==> src/design/tlqs_div.sv <==
// ----------------------------------------------------------------------------
// tlqs_div - pipelined restoring divider
// One quotient bit per stage; caller guarantees quotient fits QUO_W bits.
// ----------------------------------------------------------------------------
module tlqs_div #(
    parameter int NUM_W = 48,
    parameter int DEN_W = 26,
    parameter int QUO_W = 23,
    parameter int SB_W  = 1
) (
    input  logic              clk,
    input  logic              rst_n,
    input  logic              in_valid,
    input  logic [NUM_W-1:0]  numer,
    input  logic [DEN_W-1:0]  denom,
    input  logic [SB_W-1:0]   in_sb,
    output logic              out_valid,
    output logic [QUO_W-1:0]  quot,
    output logic [SB_W-1:0]   out_sb
);

    localparam int RW = ((DEN_W + QUO_W) > NUM_W) ? (DEN_W + QUO_W) : NUM_W;

    logic              vld_reg [QUO_W];
    logic [NUM_W-1:0]  rem_reg [QUO_W];
    logic [DEN_W-1:0]  den_reg [QUO_W];
    logic [QUO_W-1:0]  quo_reg [QUO_W];
    logic [SB_W-1:0]   sb_reg  [QUO_W];

    for (genvar s = 0; s < QUO_W; s++)
    begin : g_stage
        localparam int B = QUO_W - 1 - s;
        logic              vld_in;
        logic [NUM_W-1:0]  rem_in;
        logic [DEN_W-1:0]  den_in;
        logic [QUO_W-1:0]  quo_in;
        logic [SB_W-1:0]   sb_in;
        logic [RW-1:0]     remx;
        logic [RW-1:0]     dsh;
        logic              ge;
        logic [NUM_W-1:0]  rem_next;
        logic [QUO_W-1:0]  quo_next;

        if (s == 0)
        begin : g_first
            assign vld_in = in_valid;
            assign rem_in = numer;
            assign den_in = denom;
            assign quo_in = '0;
            assign sb_in  = in_sb;
        end
        else
        begin : g_rest
            assign vld_in = vld_reg[s-1];
            assign rem_in = rem_reg[s-1];
            assign den_in = den_reg[s-1];
            assign quo_in = quo_reg[s-1];
            assign sb_in  = sb_reg[s-1];
        end

        assign remx     = RW'(rem_in);
        assign dsh      = RW'(den_in) << B;
        assign ge       = remx >= dsh;
        assign rem_next = ge ? NUM_W'(remx - dsh) : rem_in;
        assign quo_next = ge ? (quo_in | (QUO_W'(1) << B)) : quo_in;

        always_ff @(posedge clk or negedge rst_n)
        begin
            if (!rst_n)
            begin
                vld_reg[s] <= 1'b0;
            end
            else
            begin
                vld_reg[s] <= vld_in;
            end
        end

        always_ff @(posedge clk)
        begin
            rem_reg[s] <= rem_next;
            den_reg[s] <= den_in;
            quo_reg[s] <= quo_next;
            sb_reg[s]  <= sb_in;
        end
    end

    assign out_valid = vld_reg[QUO_W-1];
    assign quot      = quo_reg[QUO_W-1];
    assign out_sb    = sb_reg[QUO_W-1];

endmodule

==> config.mk <==
export PLATFORM = sky130hd
export DESIGN_NAME = tlqs_div
export DESIGN_NICKNAME = d
export VERILOG_FILES = /design/src/design/tlqs_div.sv
export SDC_FILE = /design/constraint.sdc
export NUM_CORES = 2
export LEC_CHECK = 0
export ABC_AREA = 0
export ABC_CLOCK_PERIOD_IN_PS = 8890
export BUFFER_PORTS_ARGS = -buffer_cell sky130_fd_sc_hd__buf_2
export CAP_MARGIN = 10
export CELL_PAD_IN_SITES_DETAIL_PLACEMENT = 1
export CELL_PAD_IN_SITES_GLOBAL_PLACEMENT = 2
export CORE_MARGIN = 3
export CORE_UTILIZATION = 25
export DETAILED_ROUTE_END_ITERATION = 12
export PLACE_DENSITY_LB_ADDON = 0.05
export SKIP_CTS_REPAIR_TIMING = 1
export SLEW_MARGIN = 5
export SYNTH_ARGS = -nofsm -noshare
export SYNTH_HDL_FRONTEND = slang
export SYNTH_SLANG_ARGS = --single-unit
==> constraint.sdc <==
create_clock -name clk -period 8.89 [get_ports clk]
set_input_delay 0.889 -clock clk [delete_from_list [all_inputs] [get_ports clk]]
set_output_delay 0.889 -clock clk [all_outputs]
set_load 0.03 [all_outputs]
==> results by group <==
Route
  • Vias per cell: between 4 and 5
  • Starting DRC count in detailed routing: about 2400
  • Via Count: around 61000
  • Top layer in use: met4
  • Post-route ant nets: 0
  • Routed wl met3: around 6500 µm
  • WL met2: between 150000 and 200000 µm
  • Post-Route M1 WL: 127000 µm
  • Final wirelength: 291000 µm
  • DR pass1 iterations: 5
  • Avg WL per Cell: ~22 µm
  • DRC violations left: 0

STA
  • Final setup vio count: 0
  • Slew headroom: about 16%
  • Fmax: 230 MHz
  • Unrepaired setup endpoints after global routing: false
  • Period utilization: approximately half
  • Fin. Hold Viols: 0
  • Setup Skew: roughly 0.047 ns
  • Final slew viol count: 0
  • Setup_tns: 0 ns
  • Least-Margin Pin Slew: approximately 1.3 ns
  • Fin crit period: 4.34 ns

Placement
  • Port Buffers: ~100
  • RD Place Congestion: a little under 0.8
  • Detail Placement HPWL: around 240000 µm
  • Placed cell count: ~13000

Synthesis
  • Synth Cell Area: between 0.08 and 0.09 mm²
  • Synth async-reset ratio: 1.18%
  • Sequential share of the synthesized area: 47.6%
  • Synthesized net count: 9387
  • Synth warn: 0
  • Yosys reg bits: 1950
  • Number of synthesized flops with an enable pin: 0
  • Yosys cell types: 86
  • Main synth FF type: dfxtp_1
  • Average instance area after synthesis: between 9 and 10 µm²
  • Post-Syn Instances: between 8000 and 9000

Worst setup path
  • Arrival time at the worst endpoint: around 5.1 ns
  • Critical path endpoint category: flip-flop
  • Worst R2R Setup Slack: 4.55 ns
  • RR Endpoint: rem_reg[21][43]
  • R2R cell count: 13
  • Kind of critical path: flip-flop to flip-flop
  • Worst Path Required: 9.62 ns
  • Crit-path max FO: 26
  • Startpoint types: flip-flop
  • Reg2reg start: den_reg[20][1]

Floorplanning
  • Io pins: 103
  • Core area: ~0.33 mm²
  • Initial Util: between 20% and 30%
  • Full die area: between 0.3 and 0.4 mm²
  • Die Ht: between 500 and 600 µm
  • DIE WIDTH: 579 µm
  • Site Rows: between 200 and 250

Clock network
  • CTS root buffer: clkbuf_16
  • Clock transition at path regs: ~0.070 ns
  • Worst-Skew Late Latency: between 0.8 and 0.9 ns
  • Clk buf depth: 4
  • TritonCTS Buffers: between 200 and 250
  • CTS H-tree lvls: 4
  • TritonCTS clock tree: built
  • Total clock sinks: about 2000

Min path
  • Hold/Removal Path Class: input port to flip-flop
  • WHS Endpoint: den_reg[0][11]
  • WHS Path Cells: 1
  • Min-delay src: denom[11]

GRT
  • Vias in the first global route: around 65000
  • First-pass GRT wire length: 433000 µm
  • Grt ovf: 0
  • GR Util All Layers: 17.1%
  • Largest net degree at the start of global routing: 54
  • Initial antenna violation count: 16

Finish
  • Area grow syn2layout: 16.5%
  • Commonest non-fill, non-tap cell in the layout: dfxtp_1
  • Max FFs per register: ~1100
  • Most frequent cells in the layout: dfxtp_1 (1927), inv_1 (770), a21oi_1 (672), ha_1 (598), nand2_1 (594)
  • NumNets Final: around 9600
  • Finished Layout Cells: between 10000 and 15000
  • Layout cell share with drive strength beyond 1: under 10%

Job
  • Max-Cap Viols: 0

Power
  • Max VDD drop: around 0.00017 V
  • Leak Pwr: 41.5 nW
  • Overall Power: between 30 and 40 mW
  • Pwr dens: a little over 400 mW/mm²

Run status
  • Status: complete, no violations
worst max-delay path, stage by stage (launching register included):
cell and delay, ns:
dfxtp_1 0.33, inv_1 0.07, ha_1 0.28, nor2b_1 0.11
o21ai_0 0.10, a21boi_0 0.26, o21ai_0 0.17, a21oi_1 0.55
a21oi_1 0.35, o21a_1 0.27, buf_4 0.25, nor4_1 1.08
nand4b_1 0.21, xnor2_1 0.18
metal layers:
metal	up-vias	GRT usage [%]
li1	30500	-
met1	29500	20.7
met2	550	32.3
met3	296	1.88
met4	0	3.61
met5	-	0
stage by stage:
| stage | area, µm² | util (%) | hold WS (ns) | setup WS (ns) |
|---|---|---|---|---|
| after CTS | 95700 | 29.4 | -0.0837 | 4.48 |
| after global placement | 87800 | 27.0 | 0.310 | 4.31 |
| after global routing | 95700 | 29.4 | 0.0296 | 4.18 |
| after floorplan | 82200 | - | 0.310 | 5.12 |
| after detailed placement | 87900 | 27.0 | 0.313 | 4.29 |
| final | 95700 | 29.4 | 0.115 | 4.55 |
area by class of cell:
| type | count | area (µm²) |
|---|---|---|
| inverters | 772 | 2900 |
| multi-input cells | 5792 | 39600 |
| clock buffers | 303 | 6420 |
| flip-flops and latches | 1950 | 39200 |
| well taps | 4325 | 5410 |
| diodes | 8 | 20.0 |
| repair buffers | 139 | 788 |
| fillers | 37000 | 230000 |
| clock inverters | 103 | 1430 |
logic make-up (layout without fill, tap and decap cells):
logic type	count (synthesis)	after routing	share of synthesized area (%)
xor gates and xnor gates	682	682	7.27
DFF	1950	1950	47.6
buffers and inverters	947	1317	4.35
muxes	123	123	1.67
AOI/OAI and AO/OA	2111	2111	16.0
other	0	8	0
and+or+nand+nor	2256	2256	13.4
adders and majority gates	620	620	9.64
how the worst max path moves through the flow:
stage                               from              end  cells after the start
after floorplan                numer[22]   rem_reg[0][38]                     13
after global placement         numer[22]   rem_reg[0][36]                     14
after detailed placement       numer[22]   rem_reg[0][30]                     14
after CTS                 rem_reg[13][8]  rem_reg[14][36]                     15
after global routing      rem_reg[13][8]  rem_reg[14][36]                     15
final                     den_reg[20][1]  rem_reg[21][43]                     13
synthesized netlist by cell type (all sizes together), types with 59 or more instances:
library cell / instances / area share (%)
a211oi: 59 / 0.55
a21o: 311 / 2.8
a21oi: 674 / 4.1
a31oi: 66 / 0.50
clkbuf: 150 / 0.69
dfxtp: 1927 / 47
ha: 598 / 9.1
inv: 771 / 3.5
mux2: 113 / 1.5
nand2: 595 / 2.7
nand2b: 107 / 0.81
nand3: 171 / 1.0
nand4: 87 / 0.66
nor2: 589 / 2.7
nor2b: 87 / 0.66
nor3: 166 / 1.0
nor4: 123 / 0.94
o21a: 101 / 0.92
o21ai: 491 / 3.0
o21bai: 74 / 0.68
o31ai: 61 / 0.56
or3: 66 / 0.50
xnor2: 380 / 4.0
xor2: 302 / 3.2
report_power, final:
| part | switching [mW] | leakage (nW) | internal [mW] |
|---|---|---|---|
| clock network | 3.82 | 3.79 | 5.93 |
| registers | 2.29 | 16.5 | 11.2 |
| logic | 9.07 | 21.2 | 6.35 |
| total | 15.2 | 41.5 | 23.5 |
No activity file was read; power rests on OpenSTA's default activity.
