File: src/design/tlqs_isqrt.sv
// ----------------------------------------------------------------------------
// tlqs_isqrt - pipelined integer square root
// One root bit per stage, floor result, side data travels alongside.
// ----------------------------------------------------------------------------
module tlqs_isqrt #(
    parameter int IN_W  = 50,
    parameter int OUT_W = 25,
    parameter int SB_W  = 1
) (
    input  logic              clk,
    input  logic              rst_n,
    input  logic              in_valid,
    input  logic [IN_W-1:0]   radicand,
    input  logic [SB_W-1:0]   in_sb,
    output logic              out_valid,
    output logic [OUT_W-1:0]  root,
    output logic [SB_W-1:0]   out_sb
);

    localparam int TW = 2 * OUT_W + 1;

    logic              vld_reg  [OUT_W];
    logic [IN_W-1:0]   rem_reg  [OUT_W];
    logic [OUT_W-1:0]  root_reg [OUT_W];
    logic [SB_W-1:0]   sb_reg   [OUT_W];

    for (genvar s = 0; s < OUT_W; s++)
    begin : g_stage
        localparam int B = OUT_W - 1 - s;
        logic              vld_in;
        logic [IN_W-1:0]   rem_in;
        logic [OUT_W-1:0]  root_in;
        logic [SB_W-1:0]   sb_in;
        logic [TW-1:0]     remx;
        logic [TW-1:0]     trial;
        logic              ge;
        logic [IN_W-1:0]   rem_next;
        logic [OUT_W-1:0]  root_next;

        if (s == 0)
        begin : g_first
            assign vld_in  = in_valid;
            assign rem_in  = radicand;
            assign root_in = '0;
            assign sb_in   = in_sb;
        end
        else
        begin : g_rest
            assign vld_in  = vld_reg[s-1];
            assign rem_in  = rem_reg[s-1];
            assign root_in = root_reg[s-1];
            assign sb_in   = sb_reg[s-1];
        end

        // (root + 2^B)^2 - root^2 = root*2^(B+1) + 2^(2B)
        assign remx      = TW'(rem_in);
        assign trial     = (TW'(root_in) << (B + 1)) + (TW'(1) << (2 * B));
        assign ge        = remx >= trial;
        assign rem_next  = ge ? IN_W'(remx - trial) : rem_in;
        assign root_next = ge ? (root_in | (OUT_W'(1) << B)) : root_in;

        always_ff @(posedge clk or negedge rst_n)
        begin
            if (!rst_n)
            begin
                vld_reg[s] <= 1'b0;
            end
            else
            begin
                vld_reg[s] <= vld_in;
            end
        end

        always_ff @(posedge clk)
        begin
            rem_reg[s]  <= rem_next;
            root_reg[s] <= root_next;
            sb_reg[s]   <= sb_in;
        end
    end

    assign out_valid = vld_reg[OUT_W-1];
    assign root      = root_reg[OUT_W-1];
    assign out_sb    = sb_reg[OUT_W-1];

endmodule

File: config.mk
export PLATFORM = sky130hd
export DESIGN_NAME = tlqs_isqrt
export DESIGN_NICKNAME = d
export VERILOG_FILES = /design/src/design/tlqs_isqrt.sv
export SDC_FILE = /design/constraint.sdc
export NUM_CORES = 2
export LEC_CHECK = 0
export BUFFER_PORTS_ARGS = -buffer_cell sky130_fd_sc_hd__buf_2
export CORE_ASPECT_RATIO = 1.1
export CORE_UTILIZATION = 62
export CTS_CLUSTER_DIAMETER = 50
export DETAILED_ROUTE_END_ITERATION = 8
export PLACE_DENSITY = 0.9
export SYNTH_ARGS = -nofsm -noshare
export SYNTH_HDL_FRONTEND = slang
export SYNTH_SLANG_ARGS = --single-unit
File: constraint.sdc
create_clock -name clk -period 4.2 [get_ports clk]
set_clock_uncertainty 0.2 [all_clocks]
set_input_delay 0.63 -clock clk [delete_from_list [all_inputs] [get_ports clk]]
set_output_delay 0.63 -clock clk [all_outputs]
set_load 0.01 [all_outputs]
==> flow_summary.ini <==
[status]
status = complete, but fails checks
violations = setup timing

[detailed_routing]
wl_per_cell_um = 22.4
routed_wl_um = 161000
ant_nets = 0
vias_per_cell = 6.18
vias = 44342
drc = 0
dr.pass1.iters = 9
detail_route.iter0.violations = 3840

[die]
die_area_sq_um = 94100
rows = 116
core_area_sq_um = 91400
io_pins = 81
floorplan.initialDensity_pct = 62.9
fp.dieW_um = 293
die_h_um = 322

[worst_setup_path]
ff2ff_setup_slack_ps = -50
r2r-end = rem_reg[1][49]$_DFF_P_
crit_end = rem_reg[1][49]$_DFF_P_
cp_common_cell = o21ai_0
worst-path-max-fanout = 4
cp_cell_sequence = inv_1 -> ha_1 -> nor2b_1 -> o21ai_0 -> a21boi_0 -> o21ai_0 -> a21oi_1 -> a311oi_2 -> a2111oi_0 -> buf_4 -> nand2_1 -> xnor2_1
slowest_stage = a2111oi_0
cp-start-kind = register
r2r-start = root_reg[0][192]$_DFF_P_
worstSetupStartpoint = root_reg[0][192]$_DFF_P_
reg2reg_depth = 12
setup.worst_path.class = register to register
crit_arrival_ps = 4750
slowest_delay_ps = 650
required_ps = 4700
cp-end-kind = register

[sta]
worst_slew_pin_slew_ps = 1340
relSlewSlack_pct = 10.5
period_minus_slack_ps = 4250
setup_viol = 3
setup_ws_ps = -50.3
hold_ws_ps = 115
final_hold_viol_count = 0
tns_ps = -86.7
period_share_pct = 101
slew_violations = 0
fmax_mhz = 235
rsz0062_at_grt = no

[yosys]
syn_area_per_cell_sq_um = 10.2
synthArstFlopShare_pct = 1.59
synth-seq-cells = 1575
synth_ff_type = dfxtp_1
ys_types = 91
synth_edf_count = 0
syn-num-nets = 6018
synth_area_sq_um = 57600
yosysWarnings = 0
ys_seq_area_share_pct = 55.0
syn_inst = 5618

[layout]
layout-drive-gt1-share_pct = 7.72
regArea_sq_um = 31700
fin_nets = 6269
multiInputGateArea_sq_um = 24000
finalCoreUtilization_pct = 71.5
area_growth_pct = 13.6
nFillCells = 5622
largest_reg_flops = 1200

[global_routing]
overflow = 0
grt_pass1_wl_um = 249000
first_global_vias = 45883
grt_max_degree = 48
grt_antenna_before_repair = 12
grt_usage_pct = 34.0

[clock_tree]
numCtsBuffers = 148
worstSkewPairLatency_ps = 800
clock_tree.root_cell = clkbuf_16
cts_tree = done
clk_pin_slew_ps = 80
htree_levels = 4
cts_max_path_buffers = 3
clkSinkCount = 1575

[power]
ir_worst_vdd_uv = 669
p_leak_nw = 29.9
p_per_area_nw_per_um2 = 727

[place]
numPortBuffers = 80
pre_cts_slack_ps = 172
place_hpwl_um = 98100
gp_congestion = 0.958

[hold_path]
timing.hold.worst.class = register to register

[job]
cap_violations = 0
[where the power goes]
group / internal (mW) / switching, mW / leakage [nW]
combinational: 5.08 / 6.92 / 14.1
sequential: 18.3 / 2.94 / 13.3
clock: 8.08 / 6.20 / 2.55
[cell type report]
cell class	count	area share, %
clock inverters	70	1.74
repair buffers	180	1.97
well taps	1180	2.26
multi-input cells	3521	36.7
flip-flops and latches	1575	48.4
clock buffers	195	6.32
inverters	443	2.54
diodes	12	0.0459
[Yosys cell counts (7+ instances only)]
| cell | instances | area share (%) |
|---|---|---|
| a2111oi_0 | 14 | 0.21 |
| a211o_1 | 9 | 0.14 |
| a211oi_1 | 29 | 0.38 |
| a21boi_0 | 16 | 0.21 |
| a21o_1 | 110 | 1.4 |
| a21oi_1 | 285 | 2.5 |
| a221oi_1 | 8 | 0.12 |
| a311oi_1 | 10 | 0.15 |
| a31oi_1 | 26 | 0.28 |
| and2_1 | 18 | 0.20 |
| and3_1 | 19 | 0.21 |
| and4_1 | 14 | 0.21 |
| and4b_1 | 8 | 0.14 |
| buf_1 | 7 | 0.046 |
| buf_2 | 11 | 0.096 |
| clkbuf_1 | 59 | 0.38 |
| dfrtp_1 | 25 | 1.1 |
| dfxtp_1 | 1550 | 54 |
| ha_1 | 346 | 7.5 |
| inv_1 | 441 | 2.9 |
| mux2_2 | 37 | 0.72 |
| mux2i_1 | 13 | 0.23 |
| nand2_1 | 373 | 2.4 |
| nand2b_1 | 58 | 0.63 |
| nand3_1 | 84 | 0.73 |
| nand3b_1 | 16 | 0.21 |
| nand4_1 | 69 | 0.75 |
| nand4b_1 | 13 | 0.20 |
| nor2_1 | 372 | 2.4 |
| nor2b_1 | 49 | 0.53 |
| nor3_1 | 167 | 1.5 |
| nor3b_1 | 9 | 0.12 |
| nor4_1 | 178 | 1.9 |
| nor4b_1 | 24 | 0.37 |
| o211ai_1 | 27 | 0.35 |
| o21a_1 | 68 | 0.89 |
| o21ai_0 | 254 | 2.2 |
| o21bai_1 | 24 | 0.31 |
| o31ai_1 | 37 | 0.48 |
| o41ai_1 | 12 | 0.18 |
| or2_2 | 22 | 0.24 |
| or3_1 | 63 | 0.68 |
| or4_1 | 32 | 0.42 |
| xnor2_1 | 267 | 4.1 |
| xor2_1 | 246 | 3.7 |
[repair_timing]
item | in CTS | in global routing
gates resized for setup | 0 | 6
setup endpoints to repair | 0 | 26
endpoints found under the hold margin | 78 | 0
setup buffers | 0 | 1
hold buffers | 54 | 0
[metrics by stage]
step	instance area (sq um)	instances	power, mW
after floorplan	57600	5618	28.8
after global placement	59500	6844	31.6
after detailed placement	59500	6844	32.1
after CTS	65300	7163	46.6
after global routing	65400	7167	49.4
final	65400	7176	47.5
[metal layers]
layer  vias to the layer above  global-route usage [%]  wire length [um]
met2                      2661                    60.5             79100
met4                        10                    30.4             16200
met1                     20555                    31.9             52500
li1                      19969                       -                 -
met5                         -                   0.571               116
met3                      1147                    9.21             12600
[cell families (layout without fill, tap and decap cells)]
kind of cell	count (synthesis)	count (layout)	share of synthesized area [%]
other cells	0	12	0
buf+inv	522	888	3.44
flops	1575	1575	55.0
simple gates	1609	1609	14.2
fa+ha+maj	346	346	7.52
compound gates	1002	1002	11.0
mux	51	51	0.970
xor+xnor	513	513	7.81
[placed cells by master (no fill, tap or decap), types with 18 or more instances in the layout]
master / n
o211ai_1: 27
mux2_2: 37
a21oi_1: 285
clkbuf_1: 23
clkbuf_16: 149
nand2b_1: 58
dfrtp_1: 25
xor2_1: 246
a21o_1: 110
nand2_1: 373
dfxtp_1: 1550
nor2b_1: 49
a211oi_1: 29
xnor2_1: 267
buf_4: 46
nand4_1: 69
o21bai_1: 24
or2_2: 22
nor2_1: 372
nor4b_1: 23
nor3_1: 167
ha_1: 346
o21ai_0: 254
or3_1: 63
buf_2: 80
clkinv_2: 23
o21a_1: 68
or4_1: 32
and2_1: 18
nand3_1: 84
and3_1: 19
clkbuf_8: 23
dlygate4sd3_1: 54
o31ai_1: 37
nor4_1: 174
a31oi_1: 26
inv_1: 441
[critical path, delay by kind of cell (launching register included)]
family                     cells  cell delay, ps
AOI/OAI and AO/OA              6            2200
adders and majority gates      1             430
DFF                            1             380
buffers and inverters          2             350
and+or+nand+nor                2             320
xor gates and xnor gates       1             270
[worst min path at each step]
stage,start,to,slack [ps],cells past startpoint
4_1_cts,root_reg[1][64]$_DFF_P_,root_reg[1][89]$_DFF_P_,110,0
3_3_place_gp,sb_reg[0][13]$_DFF_P_,sb_reg[0][14]$_DFF_P_,110,0
6_report,root_reg[1][64]$_DFF_P_,root_reg[1][89]$_DFF_P_,120,0
3_5_place_dp,sb_reg[0][4]$_DFF_P_,sb_reg[0][5]$_DFF_P_,110,0
2_1_floorplan,sb_reg[0][9]$_DFF_P_,sb_reg[0][10]$_DFF_P_,110,0
5_1_grt,rem_reg[1][169]$_DFF_P_,rem_reg[1][219]$_DFF_P_,110,0
Power figures use the tool's default switching activity.
